## config.mk

```make
export PLATFORM = sky130hd
export DESIGN_NAME = vrc_norm
export DESIGN_NICKNAME = d
export VERILOG_FILES = /design/src/hdl/vrc_pkg.sv /design/src/hdl/vrc_norm.sv
export SDC_FILE = /design/constraint.sdc
export NUM_CORES = 1
export LEC_CHECK = 0
export ABC_AREA = 1
export BUFFER_PORTS_ARGS = -buffer_cell sky130_fd_sc_hd__buf_2
export CAP_MARGIN = 25
export CORE_MARGIN = 2
export CORE_UTILIZATION = 45
export DETAILED_ROUTE_END_ITERATION = 10
export GPL_ROUTABILITY_DRIVEN = 0
export HOLD_SLACK_MARGIN = 0.15
export PLACE_DENSITY_LB_ADDON = 0.1
export SYNTH_ARGS = -nofsm -noshare
export SYNTH_HDL_FRONTEND = slang
export SYNTH_SLANG_ARGS = --single-unit
```

## constraint.sdc

```tcl
create_clock -name clk -period 9.5 [get_ports clk]
set_input_delay 1.9 -clock clk [delete_from_list [all_inputs] [get_ports clk]]
set_output_delay 1.9 -clock clk [all_outputs]
set_load 0.005 [all_outputs]
```

## src/hdl/vrc_pkg.sv

```systemverilog
`timescale 1ns / 1ps
// ----------------------------------------------------------------------------
// vrc_pkg
// Shared types and fixed widths for the voxel ray caster.
// ----------------------------------------------------------------------------
package vrc_pkg;

    localparam int R_W     = 12;
    localparam int SQ_W    = 22;
    localparam int RAD_W   = 54;
    localparam int ROOT_W  = 27;
    localparam int SREM_W  = 30;
    localparam int MAG_W   = 11;
    localparam int DVD_W   = MAG_W + 32;
    localparam int DIR_W   = 18;
    localparam int POS_W   = 32;
    localparam int CNT_W   = 6;
    localparam int COLOR_W = 32;
    localparam int VOX_W   = 24;
    localparam int DEPTH_W = 10;

    localparam logic [1:0] REG_EYE_X = 2'd0;
    localparam logic [1:0] REG_EYE_Y = 2'd1;
    localparam logic [1:0] REG_EYE_Z = 2'd2;

    localparam logic ACT_CAST  = 1'b0;
    localparam logic ACT_WRITE = 1'b1;

    typedef enum logic [2:0] {
        NP_IDLE,
        NP_SQ,
        NP_SQRT,
        NP_LOAD,
        NP_DIV,
        NP_DONE
    } norm_phase_t;

    typedef enum logic [2:0] {
        ST_CLEAR,
        ST_IDLE,
        ST_NORM,
        ST_ADDR,
        ST_CHECK
    } cast_state_t;

endpackage

```

## src/hdl/vrc_norm.sv

```systemverilog
`timescale 1ns / 1ps
// ----------------------------------------------------------------------------
// vrc_norm
// Normalizes a ray vector to a Q2.16 direction with a bit-serial square root
// and a bit-serial divider shared by the three components.
// ----------------------------------------------------------------------------
module vrc_norm
(
    input  logic                             clk,
    input  logic                             rst_n,
    input  logic                             start,
    input  logic signed [vrc_pkg::R_W-1:0]   rx,
    input  logic signed [vrc_pkg::R_W-1:0]   ry,
    input  logic signed [vrc_pkg::R_W-1:0]   rz,
    output logic                             done,
    output logic signed [vrc_pkg::DIR_W-1:0] dx,
    output logic signed [vrc_pkg::DIR_W-1:0] dy,
    output logic signed [vrc_pkg::DIR_W-1:0] dz
);
    import vrc_pkg::*;

    norm_phase_t              phase_reg, phase_next;
    logic signed [R_W-1:0]    r_reg [3];
    logic signed [DIR_W-1:0]  d_reg [3];
    logic [RAD_W-1:0]         rad_reg;
    logic [SREM_W-1:0]        srem_reg;
    logic [ROOT_W-1:0]        root_reg;
    logic [CNT_W-1:0]         cnt_reg;
    logic [1:0]               comp_reg;
    logic [DVD_W-1:0]         dvd_reg;
    logic [ROOT_W:0]          drem_reg;
    logic [DIR_W-1:0]         quo_reg;

    logic [SREM_W-1:0]        srem_sh;
    logic [SREM_W-1:0]        trial;
    logic                     sge;
    logic [ROOT_W+1:0]        dr_sh;
    logic                     dge;
    logic signed [R_W-1:0]    r_cur;
    logic [MAG_W-1:0]         mag;
    logic [SQ_W-1:0]          sumsq;

    assign srem_sh = {srem_reg[SREM_W-3:0], rad_reg[RAD_W-1 -: 2]};
    assign trial   = {1'b0, root_reg, 2'b01};
    assign sge     = srem_sh >= trial;
    assign dr_sh   = {drem_reg, dvd_reg[DVD_W-1]};
    assign dge     = dr_sh >= {2'b00, root_reg};
    assign r_cur   = r_reg[comp_reg];
    assign mag     = r_cur[R_W-1] ? MAG_W'(-r_cur) : MAG_W'(r_cur);
    assign sumsq   = SQ_W'(r_reg[0] * r_reg[0]) + SQ_W'(r_reg[1] * r_reg[1])
                   + SQ_W'(r_reg[2] * r_reg[2]);

    always_comb
    begin
        phase_next = phase_reg;
        unique case (phase_reg)
            NP_IDLE: if (start) phase_next = NP_SQ;
            NP_SQ:   phase_next = NP_SQRT;
            NP_SQRT: if (cnt_reg == CNT_W'(ROOT_W - 1)) phase_next = NP_LOAD;
            NP_LOAD:
            begin
                if (root_reg == '0)
                    phase_next = (comp_reg == 2'd2) ? NP_DONE : NP_LOAD;
                else
                    phase_next = NP_DIV;
            end
            NP_DIV:
            begin
                if (cnt_reg == CNT_W'(DVD_W - 1))
                    phase_next = (comp_reg == 2'd2) ? NP_DONE : NP_LOAD;
            end
            NP_DONE: phase_next = NP_IDLE;
            default: phase_next = NP_IDLE;
        endcase
    end

    always_ff @(posedge clk or negedge rst_n)
    begin
        if (!rst_n)
            phase_reg <= NP_IDLE;
        else
            phase_reg <= phase_next;
    end

    always_ff @(posedge clk)
    begin
        unique case (phase_reg)
            NP_IDLE:
            begin
                r_reg[0] <= rx;
                r_reg[1] <= ry;
                r_reg[2] <= rz;
            end
            NP_SQ:
            begin
                rad_reg  <= {sumsq, 32'd0};
                srem_reg <= '0;
                root_reg <= '0;
                cnt_reg  <= '0;
                comp_reg <= 2'd0;
            end
            NP_SQRT:
            begin
                rad_reg  <= {rad_reg[RAD_W-3:0], 2'b00};
                srem_reg <= sge ? (srem_sh - trial) : srem_sh;
                root_reg <= {root_reg[ROOT_W-2:0], sge};
                cnt_reg  <= cnt_reg + CNT_W'(1);
            end
            NP_LOAD:
            begin
                dvd_reg  <= {mag, 32'd0};
                drem_reg <= '0;
                quo_reg  <= '0;
                cnt_reg  <= '0;
                if (root_reg == '0)
                begin
                    d_reg[comp_reg] <= '0;
                    comp_reg        <= comp_reg + 2'd1;
                end
            end
            NP_DIV:
            begin
                dvd_reg  <= {dvd_reg[DVD_W-2:0], 1'b0};
                drem_reg <= dge ? (ROOT_W+1)'(dr_sh - {2'b00, root_reg})
                                : dr_sh[ROOT_W:0];
                quo_reg  <= {quo_reg[DIR_W-2:0], dge};
                cnt_reg  <= cnt_reg + CNT_W'(1);
                if (cnt_reg == CNT_W'(DVD_W - 1))
                begin
                    d_reg[comp_reg] <= r_cur[R_W-1] ? -$signed({quo_reg[DIR_W-2:0], dge})
                                                    : $signed({quo_reg[DIR_W-2:0], dge});
                    comp_reg        <= comp_reg + 2'd1;
                end
            end
            NP_DONE: ;
            default: ;
        endcase
    end

    assign done = (phase_reg == NP_DONE);
    assign dx   = d_reg[0];
    assign dy   = d_reg[1];
    assign dz   = d_reg[2];

endmodule

```

==> summary.txt, run 1 <==
global-route wire length before repair: 116 mm
critical path cell sequence: clkinv_1 -> or2_2 -> fa_1 -> fa_1 -> inv_1 -> fa_1 -> fa_1 -> fa_1 -> fa_1 -> fa_1 -> inv_1 -> fa_1 -> inv_1 -> ha_1 -> nand2_1 -> nor2_1 -> nand4_1 -> o211ai_1 -> nand3_1 -> nand2_1 -> nand2_1 -> nand3_1 -> nand2_1
Worst-Margin Slew: 0.986 ns
post-synthesis xor/xnor area fraction: 0.0259
Longest Clk Path Bufs: 3
largest net degree at the start of global routing: 57
Worst Setup Start Kind: register
Crit Path Category: register to register
Overflow after GRT: 0
largest family of logic cells by synthesized area: adder cells
# DRC: 0
Max Fanout on Critical Path: 16
syn_area_per_cell: 8.68 um^2
Syn Std Cell Area: 27,700 um^2
layout cells sized above 1: 0.0587
Detailed Routing Iterations Pass 1: 5
setup tns final: 0 ns
# rows: 90
die area: 63,500 um^2
number of post-CTS setup repair buffers: 0
vias per cell: 5.06
vias in the first global route: 21,700
Area Overhead vs Synth: 7.69%
RSZ-0062 raised after global routing: false
Hold Path Class: register to register
antenna cells: 0
Netlist cell types: 53
slowest CP cell: edfxtp_1
WHS Path Cells: 2
Synth warnings: 0
Post-Synth Simple-Gate Area: 0.156
predominant post-synthesis flop cell: edfxtp_1
initial antenna violation count: 0
fin area: 29,800 um^2
slew margin rel.: 0.341
critical path data arrival time: 8.30 ns
Slew Limit Fails: 0
post-CTS sizing: 0
Cells after Synth: 3,189
Synth Register Bits: 236
adder-cell area share of the yosys netlist: 0.374
nature of the critical path endpoint: register
maximum clock rate: 0.126 GHz
I/O pin count: 94
Die H: 252 um
multiplexer share of the synthesized area: 0
initial core utilization: 0.457
post-synth top area cell: fa_1
Post-synth EDFFs: 231
CTS tree: yes
Crit path top cell by count: fa_1
Req. time, crit path: 9.83 ns
post-detail-place hpwl: 58.1 mm
most frequent cells in the layout: 826 x inv_1, 600 x nand2_1, 402 x fa_1
CTS H-Tree Depth: 1
WL/cell: 17.7 um
post-synthesis compound-gate area fraction: 0.0638
Worst R2R Path Depth: 23
Tcrit/Tclk final: 0.838
Worst-path clk slew: 0.06 ns
sequential-to-total area share from yosys stat: 0.255
Vias: 20,500
Final Hold Fails: 0
Worst path max stage delay: 0.73 ns
max cap viols: 0
post-synthesis async set-or-reset flop share: 0.0127
drt total wl: 71.7 mm
CTS sink count: 236
Nets: 3,876
Initial DRC Count: 1,364
gr usage total: 0.232
Setup Skew: 0.0180 ns
die width: 252 um
DP Area: 28,900 um^2
top area cells in the synthesized netlist: fa_1 29%, edfxtp_1 25%, inv_1 11%
Routed Antenna Nets: 0
Yosys top cell area share: 0.291
Largest register FFs: 54
syn nets: 3,814
Core Region: 60,600 um^2
port bufs: 93
min Tclk post-route: 7.96 ns
Skew-Pair Late Insertion Delay: 0.58 ns
status: complete, no violations
hold buffer count at cts: 0
Root Buffer: clkbuf_16
Num CTS Buffers: 28
most common cell after layout, fill and taps aside: inv_1
final setup fails: 0
[cells by family after synthesis]
logic type,count (synthesis)
AND/OR/NAND/NOR,1053
AO/OA/AOI/OAI,322
adder cells (fa/ha/maj),586
buffers and inverters,910
XOR/XNOR,82
flip-flops,236
[through the flow]
step / utilization / worst slack (ns) / hold WS [ns] / instances
floorplan: - / 2.61 / 0.468 / 3189
global placement: 0.477 / 1.57 / 0.503 / 4003
detailed placement: 0.477 / 1.61 / 0.516 / 4003
CTS: 0.492 / 1.60 / 0.527 / 4054
global route: 0.492 / 1.21 / 0.553 / 4054
finish: 0.492 / 1.54 / 0.529 / 4054
[synth_stat cells (10+ instances only)]
cell type,n
o21ai_0,117
nand4_1,23
fa_1,402
nand3_1,100
a31oi_1,15
nand2_1,601
nor3_1,26
o21bai_1,10
edfxtp_1,231
o21ai_1,19
clkbuf_1,52
xor2_1,44
or2_2,10
inv_1,827
ha_1,184
a21oi_1,123
xnor2_1,38
nor2_1,262
[cell type report]
type	instances	area (um^2)
well taps	782	978
clock buffers	33	729
inverters	833	3130
flip-flops and latches	236	7050
clock inverters	18	174
repair buffers	109	586
fillers	5846	30800
multi-input cells	2043	17200
[final timing paths]
kind	from	end	slack, ns
max	r_reg[2][11]$_DFFE_PN_	rad_reg[47]$_DFFE_PP_	1.54
min	rad_reg[34]$_DFFE_PP_	rad_reg[36]$_DFFE_PP_	0.53
max reg2reg	r_reg[2][11]$_DFFE_PN_	rad_reg[47]$_DFFE_PP_	1.54
min reg2reg	rad_reg[34]$_DFFE_PP_	rad_reg[36]$_DFFE_PP_	0.53
max in group asynchronous	rst_n	phase_reg[2]$_DFFE_PN0P_	8.28
min in group asynchronous	rst_n	phase_reg[0]$_DFFE_PN0P_	1.11
[per-layer routing]
layer	global-route usage	vias to the layer above	share of wire
li1	-	9812	-
met1	0.332	10100	0.46
met2	0.386	485	0.47
met3	0.0235	86	0.049
met4	0.0440	0	0.019
met5	0	-	0
[critical path: cells and delay by family (launching register included)]
family | cells | cell delay (ns)
flip-flops | 1 | 0.73
adder cells (fa/ha/maj) | 9 | 4.52
AO/OA/AOI/OAI | 1 | 0.32
buffers and inverters | 4 | 0.65
AND/OR/NAND/NOR | 9 | 1.48
Power of run 1 is left out: the tool's default activity adds up to more than one toggle a clock period on the data nets, which glitch-free logic cannot reach.
==> run 2, diff against run 1 <==
clock period = 7.22 ns   (was 9.5 ns; I/O delays follow)
==> run 2 against run 1 <==
  * Non-clock buffer count increased by 104
  * Critical path depth is 4 higher
  * Final cell count up 2.6%
  * Wire length is 1.5% lower
  * Utilization up 1.7 points
  * Die area is the same
  * Clock skew barely moved
  * Sequential share of layout area fell by 0.77 points
  * Flip-flop and latch count did not move
  * First-iteration DRC count decreased by 12%
  * Worst hold slack got worse by 0.0064 ns
==> summary.txt, run 2 (synthesis results as in run 1) <==
fin util: 0.509
Die H: 252 um
CTS tree: yes
Routed Antenna Nets: 0
largest net degree at the start of global routing: 70
worst path bufs/invs: 8
Vias: 20,800
gr usage total: 0.228
global-route wire length before repair: 115 mm
Final Hold Fails: 0
Crit Path Category: register to register
fin area: 30,800 um^2
post-detail-place hpwl: 58.2 mm
Max Fanout on Critical Path: 5
WL/cell: 17.0 um
non-filler cells in the finished layout: 4,160
Worst-Margin Slew: 0.944 ns
worst setup path start: r_reg[0][2]$_DFFE_PN_
die area: 63,500 um^2
final setup fails: 0
critical path data arrival time: 7.35 ns
DP Area: 29,400 um^2
Longest Clk Path Bufs: 3
Detailed Routing Iterations Pass 1: 5
placed cells: 4,068
RSZ-0062 raised after global routing: true
# rows: 90
drt total wl: 70.6 mm
initial antenna violation count: 2
Root Buffer: clkbuf_16
Worst R2R Path Depth: 27
filler cell count: 5,795
Slew Limit Fails: 0
Setup Skew: 0.0183 ns
CTS sink count: 236
CTS H-Tree Depth: 1
WHS: 0.523 ns
R2R Setup Slk: 0.20 ns
max cap viols: 0
Crit path top cell by count: fa_1
Setup crit end: rad_reg[47]$_DFFE_PP_
number of stages on the worst setup path: 27
Hold Path Class: register to register
Worst path max stage delay: 0.57 ns
Nets: 3,980
vias in the first global route: 21,500
# DRC: 0
Largest register FFs: 54
Initial DRC Count: 1,202
hold buffer count at cts: 0
port bufs: 93
Req. time, crit path: 7.54 ns
status: complete, no violations
Area Overhead vs Synth: 11.3%
worst r2r src: r_reg[0][2]$_DFFE_PN_
Overflow after GRT: 0
delay-heaviest family, CP: adder cells
Tcrit/Tclk final: 0.973
slew margin rel.: 0.371
slowest CP cell: fa_1
vias per cell: 4.99
Worst Setup Start Kind: register
Num CTS Buffers: 28
Worst-path clk slew: 0.06 ns
nature of the critical path endpoint: register
Core Region: 60,600 um^2
I/O pin count: 94
maximum clock rate: 0.142 GHz
die width: 252 um
worst r2r dst: rad_reg[47]$_DFFE_PP_
initial core utilization: 0.457
min Tclk post-route: 7.02 ns
most frequent cells in the layout: 824 x inv_1, 599 x nand2_1, 397 x fa_1
Skew-Pair Late Insertion Delay: 0.57 ns
most common cell after layout, fill and taps aside: inv_1
layout cells sized above 1: 0.0959
[run 2: how the worst min path moves through the flow]
| stage | start | to | slack (ns) | cells after the start |
|---|---|---|---|---|
| final | dvd_reg[38]$_DFFE_PP_ | dvd_reg[39]$_DFFE_PP_ | 0.52 | 2 |
| after global routing | rad_reg[33]$_SDFFCE_PP0P_ | rad_reg[35]$_DFFE_PP_ | 0.55 | 2 |
| after CTS | rad_reg[38]$_DFFE_PP_ | rad_reg[40]$_DFFE_PP_ | 0.53 | 2 |
| after detailed placement | dvd_reg[38]$_DFFE_PP_ | dvd_reg[39]$_DFFE_PP_ | 0.51 | 2 |
| after global placement | rad_reg[33]$_SDFFCE_PP0P_ | rad_reg[35]$_DFFE_PP_ | 0.51 | 2 |
| after floorplan | phase_reg[0]$_DFFE_PN0P_ | phase_reg[0]$_DFFE_PN0P_ | 0.47 | 1 |
[run 2: worst register-to-register path, stage by stage, from the launching register on]
cell and delay, ns:
edfxtp_1 0.53, buf_4 0.23, nand2_1 0.11, inv_1 0.07, fa_1 0.52, inv_1 0.06
fa_1 0.50, inv_1 0.05, fa_1 0.51, inv_1 0.07, fa_1 0.46, fa_1 0.45
fa_1 0.55, inv_1 0.05, fa_1 0.48, inv_1 0.06, fa_1 0.57, inv_1 0.06
ha_1 0.41, nand2_1 0.12, nor2_2 0.13, nand4_1 0.16, o211ai_1 0.27, nand3_1 0.10
nand2_1 0.08, nand2_1 0.05, nand3_1 0.09, nand2_1 0.06
[run 2: through the flow]
stage / setup slack, ns / TNS, ns
3_5_place_dp: -0.0954 / -0.0968
5_1_grt: -0.0353 / -0.120
6_report: 0.197 / 0
2_1_floorplan: 0.328 / 0
3_3_place_gp: 0.0215 / 0
4_1_cts: 0.0157 / 0
[run 2: layer usage]
layer,track usage,wire (um),share of wire,up-vias
met2,0.373,33000,0.47,445
met4,0.0438,1150,0.016,0
met3,0.0213,3170,0.045,59
li1,-,-,-,10000
met1,0.333,33200,0.47,10200
met5,0,0,0,-
[run 2: timing repair]
item | in CTS | in global routing
endpoints found under the setup margin | 2 | 11
buffers inserted | 7 | 32
resized for setup | 1 | 40
pin swaps | 0 | 12
[run 2: area by class of cell]
| cell class | instances | area (um^2) | share of cell area |
|---|---|---|---|
| clock inverter | 23 | 219 | 0.00710 |
| sequential | 236 | 7050 | 0.229 |
| tap | 782 | 978 | 0.0317 |
| antenna | 1 | 2.50 | 0.0000812 |
| multi-input combinational | 2043 | 17300 | 0.562 |
| inverter | 833 | 3130 | 0.101 |
| timing repair buffer | 213 | 1430 | 0.0463 |
| clock buffer | 29 | 704 | 0.0228 |
Power of run 2 is left out for the same reason.
